### config.mk
export PLATFORM = sky130hd
export DESIGN_NAME = button_click_classifier
export DESIGN_NICKNAME = d
export VERILOG_FILES = /design/src/hdl/bcc_pkg.sv /design/src/hdl/button_click_classifier.sv /design/src/hdl/bcc_core.sv
export SDC_FILE = /design/constraint.sdc
export NUM_CORES = 1
export LEC_CHECK = 0
export BUFFER_PORTS_ARGS = -buffer_cell sky130_fd_sc_hd__buf_2
export CAP_MARGIN = 20
export CORE_MARGIN = 5
export CORE_UTILIZATION = 60
export CTS_BUF_LIST = sky130_fd_sc_hd__clkbuf_8
export DETAILED_ROUTE_END_ITERATION = 16
export PLACE_DENSITY = 0.87
export SYNTH_ARGS = -nofsm -noshare
export SYNTH_HDL_FRONTEND = slang
export SYNTH_SLANG_ARGS = --single-unit
### constraint.sdc
create_clock -name clk -period 24.2 [get_ports clk]
set_input_delay 4.84 -clock clk [delete_from_list [all_inputs] [get_ports clk]]
set_output_delay 4.84 -clock clk [all_outputs]
set_load 0.1 [all_outputs]
### src/hdl/bcc_pkg.sv
// Shared types, codes and defaults of the button click classifier.
`timescale 1ns / 1ps
package bcc_pkg;

  localparam int TickWidthDefault = 32;
  localparam int CfgWidth = 16;
  localparam int CfgIndexWidth = 2;

  localparam logic [CfgIndexWidth-1:0] REG_DEBOUNCE = 2'd0;
  localparam logic [CfgIndexWidth-1:0] REG_LONG_PRESS = 2'd1;
  localparam logic [CfgIndexWidth-1:0] REG_DOUBLE_CLICK = 2'd2;

  localparam logic [CfgWidth-1:0] DEBOUNCE_RESET = 16'd5;
  localparam logic [CfgWidth-1:0] LONG_PRESS_RESET = 16'd100;
  localparam logic [CfgWidth-1:0] DOUBLE_CLICK_RESET = 16'd30;

  typedef enum logic [1:0] {
    EV_NONE   = 2'd0,
    EV_SINGLE = 2'd1,
    EV_DOUBLE = 2'd2,
    EV_LONG   = 2'd3
  } event_t;

  typedef enum logic [1:0] {
    S_IDLE    = 2'b01,
    S_PRESSED = 2'b10
  } press_state_t;

  typedef struct packed {
    logic [CfgWidth-1:0] debounce_ticks;
    logic [CfgWidth-1:0] long_press_ticks;
    logic [CfgWidth-1:0] double_click_ticks;
  } cfg_t;

endpackage

### src/hdl/button_click_classifier.sv
// Path: an accepted sample's event is loaded into the output register
// when the output stage is free; a stalled output holds the sample in the input stage.
// Throughput: one sample per clock while out_ready is high; input and output registers
// each take an item every cycle, and the classification is a single pass between them.
// Reset: synchronous, active high; clears the tick counter, press machine and
// both stages, and loads the default register values (5, 100, 30 ticks).
`timescale 1ns / 1ps
module button_click_classifier import bcc_pkg::*; #(
  parameter int TICK_WIDTH = TickWidthDefault
) (
  input  logic                     clk,
  input  logic                     rst,
  input  logic                     cfg_write,
  input  logic [CfgIndexWidth-1:0] cfg_index,
  input  logic [CfgWidth-1:0]      cfg_data,
  input  logic                     in_valid,
  output logic                     in_ready,
  input  logic                     raw_level,
  output logic                     out_valid,
  input  logic                     out_ready,
  output logic [1:0]               event_code
);

  cfg_t   cfg;
  logic   s1_valid;
  logic   s1_raw;
  logic   s1_adv;
  event_t ev;

  assign s1_adv = s1_valid && (!out_valid || out_ready);
  assign in_ready = !s1_valid || s1_adv;

  always_ff @(posedge clk) begin
    if (rst) begin
      cfg.debounce_ticks <= DEBOUNCE_RESET;
      cfg.long_press_ticks <= LONG_PRESS_RESET;
      cfg.double_click_ticks <= DOUBLE_CLICK_RESET;
    end else if (cfg_write) begin
      unique case (cfg_index)
        REG_DEBOUNCE:     cfg.debounce_ticks <= cfg_data;
        REG_LONG_PRESS:   cfg.long_press_ticks <= cfg_data;
        REG_DOUBLE_CLICK: cfg.double_click_ticks <= cfg_data;
        default: begin
        end
      endcase
    end
  end

  // Input stage: hold the sample until the classifier step takes it.
  always_ff @(posedge clk) begin
    if (rst) begin
      s1_valid <= 1'b0;
    end else if (in_valid && in_ready) begin
      s1_valid <= 1'b1;
    end else if (s1_adv) begin
      s1_valid <= 1'b0;
    end
  end

  always_ff @(posedge clk) begin
    if (in_valid && in_ready) begin
      s1_raw <= raw_level;
    end
  end

  bcc_core #(
    .TICK_WIDTH(TICK_WIDTH)
  ) u_core (
    .clk  (clk),
    .rst  (rst),
    .step (s1_adv),
    .raw  (s1_raw),
    .cfg  (cfg),
    .ev   (ev)
  );

  // Output stage: hold the event until taken.
  always_ff @(posedge clk) begin
    if (rst) begin
      out_valid <= 1'b0;
    end else if (s1_adv) begin
      out_valid <= 1'b1;
    end else if (out_ready) begin
      out_valid <= 1'b0;
    end
  end

  always_ff @(posedge clk) begin
    if (s1_adv) begin
      event_code <= ev;
    end
  end

`ifndef ASSERT_OFF
  a_reset_clears: assert property (@(posedge clk) rst |=> !s1_valid && !out_valid)
    else $error("stages not cleared by reset");
  a_s1_hold: assert property (@(posedge clk) disable iff (rst)
    s1_valid && out_valid && !out_ready |=> s1_valid && $stable(s1_raw))
    else $error("input stage lost an item while stalled");
  a_step_needs_slot: assert property (@(posedge clk) disable iff (rst)
    s1_adv |-> !out_valid || out_ready)
    else $error("classifier stepped into a full output stage");
  a_out_hold: assert property (@(posedge clk) disable iff (rst)
    out_valid && !out_ready |=> out_valid && $stable(event_code))
    else $error("output item dropped while stalled");
`endif

endmodule

### src/hdl/bcc_core.sv
// Tick counter, debounce timer and press state machine of the classifier.
`timescale 1ns / 1ps
module bcc_core import bcc_pkg::*; #(
  parameter int TICK_WIDTH = TickWidthDefault
) (
  input  logic   clk,
  input  logic   rst,
  input  logic   step,
  input  logic   raw,
  input  cfg_t   cfg,
  output event_t ev
);

  localparam int CmpWidth = (TICK_WIDTH > CfgWidth) ? TICK_WIDTH : CfgWidth;

  logic [TICK_WIDTH-1:0] tick_now, tick_now_next;
  logic                  previous_raw, previous_raw_next;
  logic [TICK_WIDTH-1:0] stable_since, stable_since_next;
  press_state_t          state, state_next;
  logic [TICK_WIDTH-1:0] press_start, press_start_next;
  logic [TICK_WIDTH-1:0] click_time, click_time_next;
  logic [1:0]            clicks_seen, clicks_seen_next;
  logic                  long_reported, long_reported_next;

  logic [TICK_WIDTH-1:0] el_stable, el_press, el_click;
  logic [1:0]            clicks_inc;
  logic                  done;

  assign tick_now_next = tick_now + TICK_WIDTH'(1);
  assign el_stable = tick_now - stable_since;
  assign el_press = tick_now - press_start;
  assign el_click = tick_now - click_time_next;
  assign clicks_inc = clicks_seen + 2'd1;

  always_comb begin
    previous_raw_next = previous_raw;
    stable_since_next = stable_since;
    state_next = state;
    press_start_next = press_start;
    click_time_next = click_time;
    clicks_seen_next = clicks_seen;
    long_reported_next = long_reported;
    ev = EV_NONE;
    done = 1'b0;
    if (raw != previous_raw) begin
      previous_raw_next = raw;
      stable_since_next = tick_now;
      done = 1'b1;
    end else if (CmpWidth'(el_stable) < CmpWidth'(cfg.debounce_ticks)) begin
      done = 1'b1;
    end else begin
      unique case (state)
        S_IDLE: begin
          if (!raw) begin
            state_next = S_PRESSED;
            press_start_next = tick_now;
            long_reported_next = 1'b0;
          end
        end
        S_PRESSED: begin
          if (!long_reported &&
              CmpWidth'(el_press) >= CmpWidth'(cfg.long_press_ticks)) begin
            long_reported_next = 1'b1;
            clicks_seen_next = 2'd0;
            ev = EV_LONG;
            done = 1'b1;
          end else if (raw) begin
            state_next = S_IDLE;
            if (!long_reported) begin
              clicks_seen_next = clicks_inc;
              click_time_next = tick_now;
              if (clicks_inc == 2'd2) begin
                clicks_seen_next = 2'd0;
                ev = EV_DOUBLE;
                done = 1'b1;
              end
            end
          end
        end
        default: begin
          state_next = S_IDLE;
        end
      endcase
    end
    if (!done && clicks_seen_next == 2'd1 &&
        CmpWidth'(el_click) > CmpWidth'(cfg.double_click_ticks)) begin
      clicks_seen_next = 2'd0;
      ev = EV_SINGLE;
    end
  end

  always_ff @(posedge clk) begin
    if (rst) begin
      tick_now <= '0;
      previous_raw <= 1'b1;
      stable_since <= '0;
      state <= S_IDLE;
      press_start <= '0;
      click_time <= '0;
      clicks_seen <= 2'd0;
      long_reported <= 1'b0;
    end else if (step) begin
      tick_now <= tick_now_next;
      previous_raw <= previous_raw_next;
      stable_since <= stable_since_next;
      state <= state_next;
      press_start <= press_start_next;
      click_time <= click_time_next;
      clicks_seen <= clicks_seen_next;
      long_reported <= long_reported_next;
    end
  end

endmodule
# Yosys cells after proc, flatten, opt, wreduce, memory -nomap -nowiden
# Index checks and enable logic that the tools add are counted.
[word_totals]
regBits = 187
latchBits = 0
ram_bits = 0
rom_bits = 0
inputBits = 24
out_inout_bits = 4
elab_cells = 101
memories = 0
[classes]
add_sub_neg = 5
n_mul = 0
n_div = 0
order_cmp = 3
n_eq_ne = 11
shifts = 0
muxes = 39
bitwise_logic = 4
n_reduce_logical = 23
[op_table]
columns = ["operator", "count"]
rows = [
  ["$mux 32", 6],
  ["$sub 32x32->32", 3],
  ["$add 32x1->32 const B", 1],
  ["$ge 32x16->1", 1],
  ["$gt 32x16->1", 1],
  ["$lt 32x16->1", 1],
  ["$mux 2", 15],
  ["$mux 1", 16],
  ["$reduce_and 6->1", 2],
  ["$reduce_and 2->1", 4],
  ["$eq 2x1->1 const B", 3],
  ["$eq 2x2->1 const B", 3],
  ["$ne 2x2->1 const B", 3],
  ["$reduce_bool 2->1", 3],
  ["$logic_and 1x1->1", 5],
  ["$reduce_and 5->1", 1],
  ["$logic_not 1->1", 4],
  ["$not 1->1", 4],
  ["$pmux 2 s2", 1],
  ["$reduce_or 4->1", 1],
  ["$add 2x1->2 const B", 1],
  ["$logic_not 2->1", 1],
  ["$logic_or 1x1->1", 2],
  ["$ne 2x1->1 const B", 1],
  ["2 further kinds", 2],
]

# Longest topological paths before layout
[depth]
word_depth = 13
mapped_depth = 43
ltp_nobuf = 42

# Hierarchy
# Synthesis repeated with hierarchy kept, for this count alone.
[unflattened]
cells_unflattened = 1804
hier_area_um2 = 14455.1
[by_module_without_submodules]
columns = ["module", "instances", "cells_each", "area_each_um2", "seq_area_each_um2"]
rows = [
  ["bcc_core", 1, 1606, 12313.1, 2682.6],
  ["button_click_classifier", 1, 198, 2142.1, 1091.0],
]

# Worst setup path after synthesis
# Ideal clock, no wire load.
[synth_timing]
kind = "input to output"
from = "in out_ready"
to = "out in_ready"
arrival_ns = 5.599
required_ns = 19.360
path_slack_ns = 13.761
cell_stages = 2
n_path_buf = 0
cell_sequence = "nor2b_1 -> nand2_1"
[synth_between]
elab_chain_len = 3
[synth_rtl]
columns = ["element", "line_no", "text"]
rows = [
  ["from (decl)", "button_click_classifier.sv:20", "input logic out_ready,"],
  ["$logic_or 1x1->1", "button_click_classifier.sv:30", "assign s1_adv = s1_valid && (!out_valid || out_ready);"],
  ["$logic_and 1x1->1", "button_click_classifier.sv:30", ""],
  ["$logic_or 1x1->1", "button_click_classifier.sv:31", "assign in_ready = !s1_valid || s1_adv;"],
  ["to (decl)", "button_click_classifier.sv:17", "output logic in_ready,"],
]
# Every way passes these cells.

# Final worst setup path
# Ends and elaborated chain as after synthesis.

==> impl_metrics.py <==
metrics = {
    "yosys": {
        "synth-main-ff-cell": "dfxtp_1",
        "synth-seq-cells": 187,
        "synth_compound_area_share_pct": 21.1,
        "synthSimpleGateAreaFrac_pct": 21.7,
        "netlist_area_um2": 14200,
        "syn_area_per_cell_um2": 7.61,
        "synth_xor_area_share_pct": 6.30,
        "ys_types": 80,
        "postSynthCellCount": 1862,
        "synth_top_area_cell": "dfxtp_1",
        "synth-edff-count": 3,
        "syn_nets": 2032,
        "synth_fa_ha_area_share_pct": 13.0,
        "synthMuxAreaShare_pct": 5.03,
        "async_flop_share_pct": 0,
        "synth_top_family_by_area": "simple AND/OR/NAND/NOR gates",
        "synth_top_area_share_pct": 26.0,
        "synth-seq-area-share_pct": 26.6,
        "ys_warn_count": 0,
        "synthTopCellsByArea": "dfxtp_1, ha_1, nand2_1",
    },
    "floorplanning": {
        "core_um2": 23300,
        "chipWidth_um": 164,
        "rows": 56,
        "initial_core_util_pct": 60.7,
        "fp.dieH_um": 164,
        "die-area_um2": 26800,
        "boundaryPins": 28,
    },
    "clock_tree": {
        "cts_hold_buf": 0,
        "htreeDepth": 4,
        "cts_tree": "done",
        "clk_pin_slew_worst_paths_ns": 0.09,
        "cts_setup_buffers": 0,
        "cts-root-buf": "clkbuf_8",
        "cts_max_path_buffers": 2,
        "clk_latency_ns": 0.49,
        "cts_resized": 0,
        "cts_made_buffers": 17,
        "clock-sinks": 187,
    },
    "final_layout": {
        "drive_gt1_share_pct": 5.33,
        "antennaDiodeCount": 0,
        "nets": 1997,
        "area_growth_pct": 4.45,
        "multi_input_area_um2": 9530,
        "ff_latch_area_um2": 3770,
        "post-route-cell-area_um2": 14800,
        "fillerInstances": 2072,
    },
    "power_and_ir_drop": {
        "ir_drop_mv": 0.0338,
        "p_sw_mw": 0.206,
        "p_leak_nw": 6.29,
        "p_int_mw": 0.456,
        "power.share.clock_pct": 33.1,
        "p_per_area_nw_per_um2": 44.7,
        "p_seq_share_pct": 48.3,
        "p_sw_share_pct": 31.2,
        "combPwrFrac_pct": 18.6,
    },
    "routing": {
        "viasPerCell": 6.15,
        "vias": 13300,
        "drtPass1Iterations": 6,
        "ant_nets": 0,
        "drt_iter0_drc": 1276,
        "drc_errors": 0,
        "wirelength_um": 37000,
        "wl_per_cell_um": 17.1,
    },
    "timing": {
        "max_freq_ghz": 0.0966,
        "tightest_slew_ns": 1.02,
        "finalCritPeriodShare_pct": 42.8,
        "setup_viol": 0,
        "final_hold_viol_count": 0,
        "fin_tns_setup_ns": 0,
        "clock_skew_ns": 0.0200,
        "finalCriticalPeriod_ns": 10.35,
        "rsz0062_at_grt": "no",
        "slew_violations": 0,
        "max_slew_margin_pct": 32.2,
    },
    "place": {
        "gp_congestion": 0.976,
        "dpl_cell_area_um2": 14400,
        "placement.io_buffers": 27,
        "dpl.hpwl_um": 28400,
    },
    "grt": {
        "track_usage_pct": 27.2,
        "overflow": 0,
        "grt_max_degree": 88,
        "first_global_vias": 12400,
        "grt_pass1_wl_um": 60000,
        "antenna_found_initial": 0,
    },
    "status": {
        "status": "finished clean",
    },
    "critical_path": {
        "path_class": "input port to output pin",
        "startpoint_type": "input port",
        "worst_setup_path_end_kind": "output pin",
        "cp.required_ns": 19.36,
        "crit_arrival_ns": 5.51,
        "cp_max_fo": 4,
    },
    "run": {
        "cap_violations": 0,
    },
    "hold_path": {
        "hold_path.class": "flop to flop",
    },
}
[per-stage QoR]
| step | power, mW | std cells | hold slack, ns | worst slack (ns) | utilization [%] |
|---|---|---|---|---|---|
| 5_1_grt | 0.691 | 2159 | 0.474 | 13.16 | 63.4 |
| 6_report | 0.662 | 2159 | 0.457 | 13.85 | 63.4 |
| 4_1_cts | 0.661 | 2158 | 0.460 | 13.84 | 63.4 |
| 2_1_floorplan | 0.416 | 1862 | 0.434 | 13.76 | - |
| 3_5_place_dp | 0.447 | 2126 | 0.446 | 13.83 | 61.6 |
| 3_3_place_gp | 0.443 | 2126 | 0.442 | 13.84 | 61.6 |
[cell type report]
type | count | share of cell area [%]
well taps | 319 | 2.70
flip-flops and latches | 187 | 25.5
clock buffers | 19 | 1.77
repair buffers | 34 | 1.28
inverters | 131 | 3.32
multi-input cells | 1456 | 64.4
clock inverters | 13 | 1.04
[registers in the layout, indices dropped and copies added (netlist names)]
name,count
u_core.state,2
u_core.tick_now,32
out_valid,1
cfg,48
s1_raw,1
u_core.stable_since,32
u_core.previous_raw,1
u_core.clicks_seen,2
u_core.click_time,32
s1_valid,1
u_core.long_reported,1
u_core.press_start,32
event_code,2
[cells by family (layout without fill, tap and decap cells)]
| kind of cell | Yosys count | in the layout |
|---|---|---|
| buf+inv | 219 | 197 |
| flops | 187 | 187 |
| simple gates | 667 | 667 |
| mux | 71 | 71 |
| compound gates | 470 | 470 |
| fa+ha+maj | 146 | 146 |
| xor+xnor | 102 | 102 |
[cell usage in the layout, fill, tap and decap left out, types with 26 or more instances in the layout]
master,count
a211oi_1,46
a21o_1,29
a21oi_1,197
buf_2,26
dfxtp_1,184
ha_1,143
inv_1,130
mux2i_1,69
nand2_1,266
nand3_1,37
nand4_1,40
nor2_1,181
o211ai_1,26
o21ai_0,63
xnor2_1,51
xor2_1,51
[final timing paths]
path | startpoint | to | slack [ns] | cells past startpoint
max reg2reg | u_core.tick_now[0]$_SDFFE_PP0P_ | event_code[0]$_SDFFCE_PP1P_ | 14.01 | 41
max | out_ready | in_ready | 13.85 | 4
min | u_core.stable_since[21]$_SDFFE_PP0P_ | u_core.stable_since[21]$_SDFFE_PP0P_ | 0.46 | 2
min reg2reg | u_core.stable_since[21]$_SDFFE_PP0P_ | u_core.stable_since[21]$_SDFFE_PP0P_ | 0.46 | 2
[power by group through the flow]
stage                     clock, mW  combinational, mW  sequential [mW]
after global routing          0.235              0.135            0.321
after floorplan                   0             0.0891            0.327
after global placement            0              0.116            0.327
after CTS                     0.221              0.121            0.320
after detailed placement          0              0.120            0.327
final                         0.219              0.123            0.320
[synthesized netlist by cell type, types with 5 or more instances]
| master | instances |
|---|---|
| nand2_1 | 266 |
| a21oi_1 | 197 |
| dfxtp_1 | 184 |
| nor2_1 | 182 |
| ha_1 | 143 |
| inv_1 | 131 |
| mux2i_1 | 69 |
| clkbuf_1 | 66 |
| o21ai_0 | 63 |
| xnor2_1 | 51 |
| xor2_1 | 51 |
| a211oi_1 | 46 |
| nand4_1 | 40 |
| nand3_1 | 37 |
| a21o_1 | 29 |
| o211ai_1 | 26 |
| nand2b_1 | 23 |
| nor3_1 | 19 |
| and3_1 | 17 |
| o21a_1 | 16 |
| buf_2 | 14 |
| and4_1 | 13 |
| nor4_1 | 13 |
| a31oi_1 | 12 |
| nor2b_1 | 9 |
| or3_1 | 9 |
| and2_1 | 8 |
| or2_2 | 7 |
| o21bai_1 | 6 |
| o31ai_1 | 6 |
| or4_1 | 6 |
| a2111oi_0 | 5 |
| a21boi_0 | 5 |
| a221o_1 | 5 |
| a221oi_1 | 5 |
| o2111ai_1 | 5 |
| o221ai_1 | 5 |
[worst max-delay path, stage by stage]
cell and delay (ns):
buf_2 0.09, nor2b_1 0.19, nand2_1 0.09, buf_2 0.29
[per-layer routing]
layer	track usage (%)	wire length (um)
met4	9.72	1070
met3	3.06	2510
met1	37.7	16600
met5	0	0
met2	44.0	16800
No activity file was read; power rests on OpenSTA's default activity.
